[src/rtl/cvh_pkg.sv]
// Shared types and codes for the Graham scan convex hull block.
`timescale 1ns / 1ps
package cvh_pkg;

    localparam int OP_BITS = 4;

    localparam logic [OP_BITS-1:0] OP_NONE      = 4'd0;
    localparam logic [OP_BITS-1:0] OP_LOAD      = 4'd1;
    localparam logic [OP_BITS-1:0] OP_PIV_CLEAR = 4'd2;
    localparam logic [OP_BITS-1:0] OP_PIV_STEP  = 4'd3;
    localparam logic [OP_BITS-1:0] OP_PIV_SWAP  = 4'd4;
    localparam logic [OP_BITS-1:0] OP_SORT_CMP  = 4'd5;
    localparam logic [OP_BITS-1:0] OP_SORT_SWAP = 4'd6;
    localparam logic [OP_BITS-1:0] OP_FETCH     = 4'd7;
    localparam logic [OP_BITS-1:0] OP_SCAN_INIT = 4'd8;
    localparam logic [OP_BITS-1:0] OP_TURN      = 4'd9;
    localparam logic [OP_BITS-1:0] OP_PUSH      = 4'd10;
    localparam logic [OP_BITS-1:0] OP_POP       = 4'd11;
    localparam logic [OP_BITS-1:0] OP_EMIT      = 4'd12;
    localparam logic [OP_BITS-1:0] OP_CLEAR     = 4'd13;
    localparam logic [OP_BITS-1:0] OP_MUL       = 4'd14;

    typedef struct packed {
        logic [OP_BITS-1:0] op;
        logic               sel_a;
    } cvh_cmd_t;

    typedef struct packed {
        logic small_set;
        logic flag;
        logic done;
    } cvh_stat_t;

endpackage

[src/rtl/cvh_ctrl.sv]
// Controller state machine sequencing load, pivot search, insertion sort, scan and output.
`timescale 1ns / 1ps
module cvh_ctrl
    import cvh_pkg::*;
(
    input  logic      clk,
    input  logic      rst_n,
    input  logic      start,
    input  logic      in_last,
    output logic      busy,
    output logic      strobe,
    output cvh_cmd_t  cmd,
    input  cvh_stat_t stat
);

    localparam logic [4:0] S_IDLE   = 5'd0;
    localparam logic [4:0] S_PIVC   = 5'd1;
    localparam logic [4:0] S_PIVS   = 5'd2;
    localparam logic [4:0] S_SWA    = 5'd3;
    localparam logic [4:0] S_SWB    = 5'd4;
    localparam logic [4:0] S_SF     = 5'd5;
    localparam logic [4:0] S_SM0    = 5'd6;
    localparam logic [4:0] S_SM1    = 5'd7;
    localparam logic [4:0] S_SM2    = 5'd8;
    localparam logic [4:0] S_SM3    = 5'd9;
    localparam logic [4:0] S_SC     = 5'd10;
    localparam logic [4:0] S_SX     = 5'd11;
    localparam logic [4:0] S_INIT   = 5'd12;
    localparam logic [4:0] S_TF     = 5'd13;
    localparam logic [4:0] S_TM0    = 5'd14;
    localparam logic [4:0] S_TM1    = 5'd15;
    localparam logic [4:0] S_TC     = 5'd16;
    localparam logic [4:0] S_TD     = 5'd17;
    localparam logic [4:0] S_EMIT   = 5'd18;
    localparam logic [4:0] S_CLR    = 5'd19;
    localparam logic [4:0] S_SNEXT  = 5'd20;
    localparam logic [4:0] S_PIVW   = 5'd21;
    localparam logic [4:0] S_SADV   = 5'd22;

    logic [4:0] state_reg, state_next;
    logic       emit_d_reg;

    always_comb
    begin
        state_next = state_reg;
        cmd.op = OP_NONE;
        cmd.sel_a = 1'b0;
        unique case (state_reg)
            S_IDLE:
            begin
                if (start)
                begin
                    cmd.op = OP_LOAD;
                    if (in_last)
                        state_next = S_PIVW;
                end
            end
            S_PIVW:  state_next = stat.small_set ? S_EMIT : S_PIVC;
            S_PIVC:
            begin
                cmd.op = OP_PIV_CLEAR;
                state_next = S_PIVS;
            end
            S_PIVS:
            begin
                cmd.op = OP_PIV_STEP;
                if (stat.done)
                    state_next = S_SWA;
            end
            S_SWA:
            begin
                cmd.op = OP_PIV_SWAP;
                state_next = S_SWB;
            end
            S_SWB:
            begin
                cmd.op = OP_PIV_SWAP;
                cmd.sel_a = 1'b1;
                state_next = S_SF;
            end
            S_SF:
            begin
                cmd.op = OP_FETCH;
                state_next = S_SM0;
            end
            S_SM0:   state_next = S_SM1;
            S_SM1:
            begin
                cmd.op = OP_MUL;
                state_next = S_SM2;
            end
            S_SM2:
            begin
                cmd.op = OP_MUL;
                state_next = S_SM3;
            end
            S_SM3:
            begin
                cmd.op = OP_MUL;
                state_next = S_SC;
            end
            S_SC:
            begin
                cmd.op = OP_SORT_CMP;
                state_next = S_SX;
            end
            S_SX:
            begin
                cmd.op = OP_SORT_SWAP;
                cmd.sel_a = stat.flag;
                state_next = S_SNEXT;
                if (!stat.flag && stat.done)
                    state_next = S_INIT;
            end
            S_SNEXT:
            begin
                // inner loop ends when j reaches 1
                state_next = stat.done ? S_SADV : S_SF;
            end
            S_SADV:
            begin
                cmd.op = OP_SORT_SWAP;
                state_next = stat.done ? S_INIT : S_SF;
            end
            S_INIT:
            begin
                cmd.op = OP_SCAN_INIT;
                state_next = S_TF;
            end
            S_TF:
            begin
                cmd.op = OP_FETCH;
                cmd.sel_a = 1'b1;
                state_next = S_TM0;
            end
            S_TM0:   state_next = S_TM1;
            S_TM1:
            begin
                cmd.op = OP_MUL;
                state_next = S_TC;
            end
            S_TC:
            begin
                cmd.op = OP_TURN;
                state_next = S_TD;
            end
            S_TD:
            begin
                if (stat.flag)
                begin
                    cmd.op = OP_PUSH;
                    state_next = stat.done ? S_EMIT : S_TF;
                end
                else
                begin
                    cmd.op = OP_POP;
                    state_next = S_TF;
                end
            end
            S_EMIT:
            begin
                cmd.op = OP_EMIT;
                if (stat.done)
                    state_next = S_CLR;
            end
            S_CLR:
            begin
                cmd.op = OP_CLEAR;
                state_next = S_IDLE;
            end
            default: state_next = S_IDLE;
        endcase
    end

    always_ff @(posedge clk or negedge rst_n)
    begin
        if (!rst_n)
        begin
            state_reg <= S_IDLE;
            emit_d_reg <= 1'b0;
        end
        else
        begin
            state_reg <= state_next;
            emit_d_reg <= (cmd.op == OP_EMIT);
        end
    end

    assign busy = (state_reg != S_IDLE) || emit_d_reg;
    assign strobe = emit_d_reg;

endmodule

[config.mk]
export PLATFORM = sky130hd
export DESIGN_NAME = cvh_ctrl
export DESIGN_NICKNAME = d
export VERILOG_FILES = /design/src/rtl/cvh_pkg.sv /design/src/rtl/cvh_ctrl.sv
export SDC_FILE = /design/constraint.sdc
export NUM_CORES = 1
export LEC_CHECK = 0
export ABC_AREA = 1
export BUFFER_PORTS_ARGS = -buffer_cell sky130_fd_sc_hd__buf_2
export CORE_MARGIN = 1
export CORE_UTILIZATION = 58
export CTS_CLUSTER_SIZE = 25
export DETAILED_ROUTE_END_ITERATION = 8
export PLACE_DENSITY = 0.83
export SLEW_MARGIN = 0
export SYNTH_ARGS = -nofsm -noshare
export SYNTH_HDL_FRONTEND = slang
export SYNTH_SLANG_ARGS = --single-unit
[constraint.sdc]
create_clock -name clk -period 2 [get_ports clk]
set_input_delay 0.2 -clock clk [delete_from_list [all_inputs] [get_ports clk]]
set_output_delay 0.2 -clock clk [all_outputs]
set_load 0.005 [all_outputs]
==> results.md <==
* Critical Path Start Type: register
* Share of cells above drive strength 1 at 28.38%
* Worst-case vdd ir drop at 986.8 uV
* Overall track demand over capacity in global routing at 35.09%
* Cells after synthesis at 131
* Crit share post-route at 91.72%
* Area of the mapped netlist at 753.2 sq um
* Clock slew at reported path FFs at 0.05 ns
* Total vias in the final route at 927
* # rows at 12
* Final Slew Violations at 0
* Worst Tran Pin Value at 0.3511 ns
* Max-cap viol count at 0
* Overall power consumption at 1373 uW
* DIE WIDTH at 38.04 um
* Number of detailed-routing iterations run before antenna repair at 4
* Run status: finished clean
* Via-to-Cell Ratio at 5.722
* Type of the setup path with the least slack: reg2out
* Dpl cell area at 835.8 sq um
* Fraction of the mapped netlist area in simple logic gates at 64.95%
* Number of CTS-inserted buffers at 3
* Setup TNS Final at 0 ns
* Post-CTS Repair Setup Buffers at 0
* Count of different cell masters after synthesis at 18
* Sequential fraction of the synthesis area at 19.93%
* Endpoint class of the critical path: output pin
* Core utilization of the finished layout at 75.11%
* Highest net fanout along the worst path at 7
* Diode count at 0
* Power density relative to cell area at 1581 nW/um^2
* CTS Buffer Depth at 2
* Final-layout fill cell count at 93
* Post-cts resize count at 0
* Final number of setup-violating endpoints at 0
* Post-route ant nets at 0
* Worst reg-to-reg setup slack at 0.49 ns
* Synthesized netlist net count at 138
* Post-DP HPWL at 1.682 mm
* Routed len/inst at 13.13 um
* Full die area at 1447 sq um
* First element of the critical path: state_reg[1]$_DFFE_PN0P_
* Leakage at 0.0005136 uW
* Synth Register Bits at 6
* Seq. cell area at 150.1 sq um
* Number of DRC violations after detailed routing at 0
* Met3 routed wirelength at 289 um
* Highest attainable clock frequency at 545.1 MHz
* Critical path endpoint: cmd[3]
* TritonCTS clock tree: yes
* Post-Route WL at 2.127 mm
* First-pass GRT wire length at 3.463 mm
* Xor and xnor area share after synthesis at 0%
* Maximum number of pins on one net before global-route repair at 11
* Clock Sinks at 6
* Compound-Gate Fraction of Synth Area at 4.153%
* Sum of met2 wire segment lengths after detailed routing at 953 um
* Number of hold violations in the final report at 0
* Period minus WS final at 1.834 ns
* Area growth from synthesis to layout at 15.28%
* Vias in the first global route at 775
* Mean instance size in the synthesized netlist at 5.750 sq um
* Sw Pwr at 783.3 uW
* Final #Nets at 157
* RSZ-0062 raised after global routing: false
* Height of the chip at 38.04 um
* Total I/O pin count at 14
* Wl on met1 at 807 um
* Antenna violations before repair at 0
* Area of the multi-input gates at 520.5 sq um
* Library cell used as clock root buffer: sky130_fd_sc_hd__clkbuf_4
* Flip-flop count of the largest register after layout at 5
* Crit path arrival time at 1.63 ns
* Yosys warnings at 0
* Main combinational cell family by area after synthesis: simple AND/OR/NAND/NOR gates
* R2R cell count at 7
* Reg power frac at 19.8%
* Clock latency on the worst-skew pair at 0.25 ns
* Port Buffers at 13
* Portion of total power attributed to the clock network at 8.4%
* Non-Filler Cell Area, Final at 868.3 sq um
* Worst setup skew after layout at 0.006396 ns
* Crit Reg-Reg Endpoint: state_reg[4]$_DFFE_PN0P_
* Global placement routability congestion at 1.014
* Combinational power share at 71.8%
* First DRT Iteration DRCs at 92
* Max H-tree Level at 1
* Top routing layer in use: met4
* Worst hold-check path type: in2reg
* Placeable Area at 1156 sq um
* Fraction of power spent switching nets at 57.04%
* Data required time at the worst endpoint at 1.80 ns
* Sum of overflow across all layers after global routing at 0
* Reg2Reg Launch Point: state_reg[1]$_DFFE_PN0P_
* Multiplexer area fraction after synthesis at 0%
* Adder and majority gate portion of the synthesized area at 0%
* Normalized max-slew margin at 76.56%
* Int Power at 589.8 uW
* Effective utilization at floorplan at 65.15%
## final cells by class
type	count	area share (%)
multi-input combinational	104	59.94
sequential	6	17.29
timing repair buffer	15	9.510
inverter	20	8.646
clock buffer	3	2.594
tap	14	2.017
## power groups by stage
| stage | clock (uW) | sequential (uW) | combinational [uW] |
|---|---|---|---|
| floorplan | 0 | 251 | 700 |
| global placement | 0 | 267 | 949 |
| detailed placement | 0 | 271 | 958 |
| CTS | 116 | 269 | 964 |
| global route | 124 | 275 | 1080 |
| finish | 115 | 272 | 986 |
## synth_stat cells (all sizes together)
cell / n / area [sq um]
nand2: 44 / 177.7
nor2: 29 / 163.9
inv: 20 / 75.08
nand3: 18 / 100.1
dfrtp: 6 / 150.1
nand4: 4 / 25.02
nor3: 3 / 15.01
o21ai: 2 / 10.01
a21oi: 1 / 5.000
buf: 1 / 7.510
nand3b: 1 / 7.510
o211ai: 1 / 7.510
o21a: 1 / 8.760
## worst min path at each step
stage,from,end,slack (ns),cells past startpoint
floorplan,rst_n,state_reg[0]$_DFFE_PN0P_,-0.1,0
global placement,rst_n,strobe$_DFF_PN0_,0.02,1
detailed placement,rst_n,state_reg[2]$_DFFE_PN0P_,0.03,1
CTS,stat[0],state_reg[3]$_DFFE_PN0P_,0.25,3
global route,stat[0],state_reg[3]$_DFFE_PN0P_,0.28,3
finish,stat[0],state_reg[3]$_DFFE_PN0P_,0.27,3
## repair_timing
item / 4_1_cts / 5_1_grt
setup endpoints to repair: 0 / 1
hold buffers: 1 / 0
endpoints found under the hold margin: 6 / 0
## kinds of logic (layout without fill, tap and decap cells)
| kind of cell | after synthesis | after routing |
|---|---|---|
| DFF | 6 | 6 |
| AOI/OAI and AO/OA | 5 | 5 |
| buffers and inverters | 21 | 38 |
| and+or+nand+nor | 99 | 99 |
## metrics by stage
stage	std cells	hold slack, ns	worst slack [ns]
after floorplan	131	-0.09559	0.6807
after CTS	162	0.2549	0.1805
after global placement	158	0.02413	0.4327
after detailed placement	158	0.03336	0.4456
final	162	0.2735	0.1656
after global routing	162	0.2791	0.01192
## routing by layer
layer	track usage, %	vias up
met3	10.47	20
met1	45.68	394
met4	8.036	0
met2	56.36	64
li1	-	449
met5	0	-
## cell usage in the layout, fill, tap and decap left out, drive strengths merged, types with 2 or more instances in the layout
cell type | Yosys | final
nor2 | 29 | 29
nand4 | 4 | 4
inv | 20 | 20
clkbuf | 0 | 3
nor3 | 3 | 3
o21ai | 2 | 2
buf | 1 | 14
dfrtp | 6 | 6
nand3 | 18 | 18
nand2 | 44 | 44
## worst max-delay path, cell delays in order (launching register included)
cell	delay [ns]
sky130_fd_sc_hd__dfrtp_1	0.47
sky130_fd_sc_hd__nor2_2	0.33
sky130_fd_sc_hd__nand3_1	0.19
sky130_fd_sc_hd__nand2_1	0.16
sky130_fd_sc_hd__nor3_1	0.07
sky130_fd_sc_hd__nand2_1	0.07
sky130_fd_sc_hd__buf_2	0.10
(Power assumes the default switching activity.)
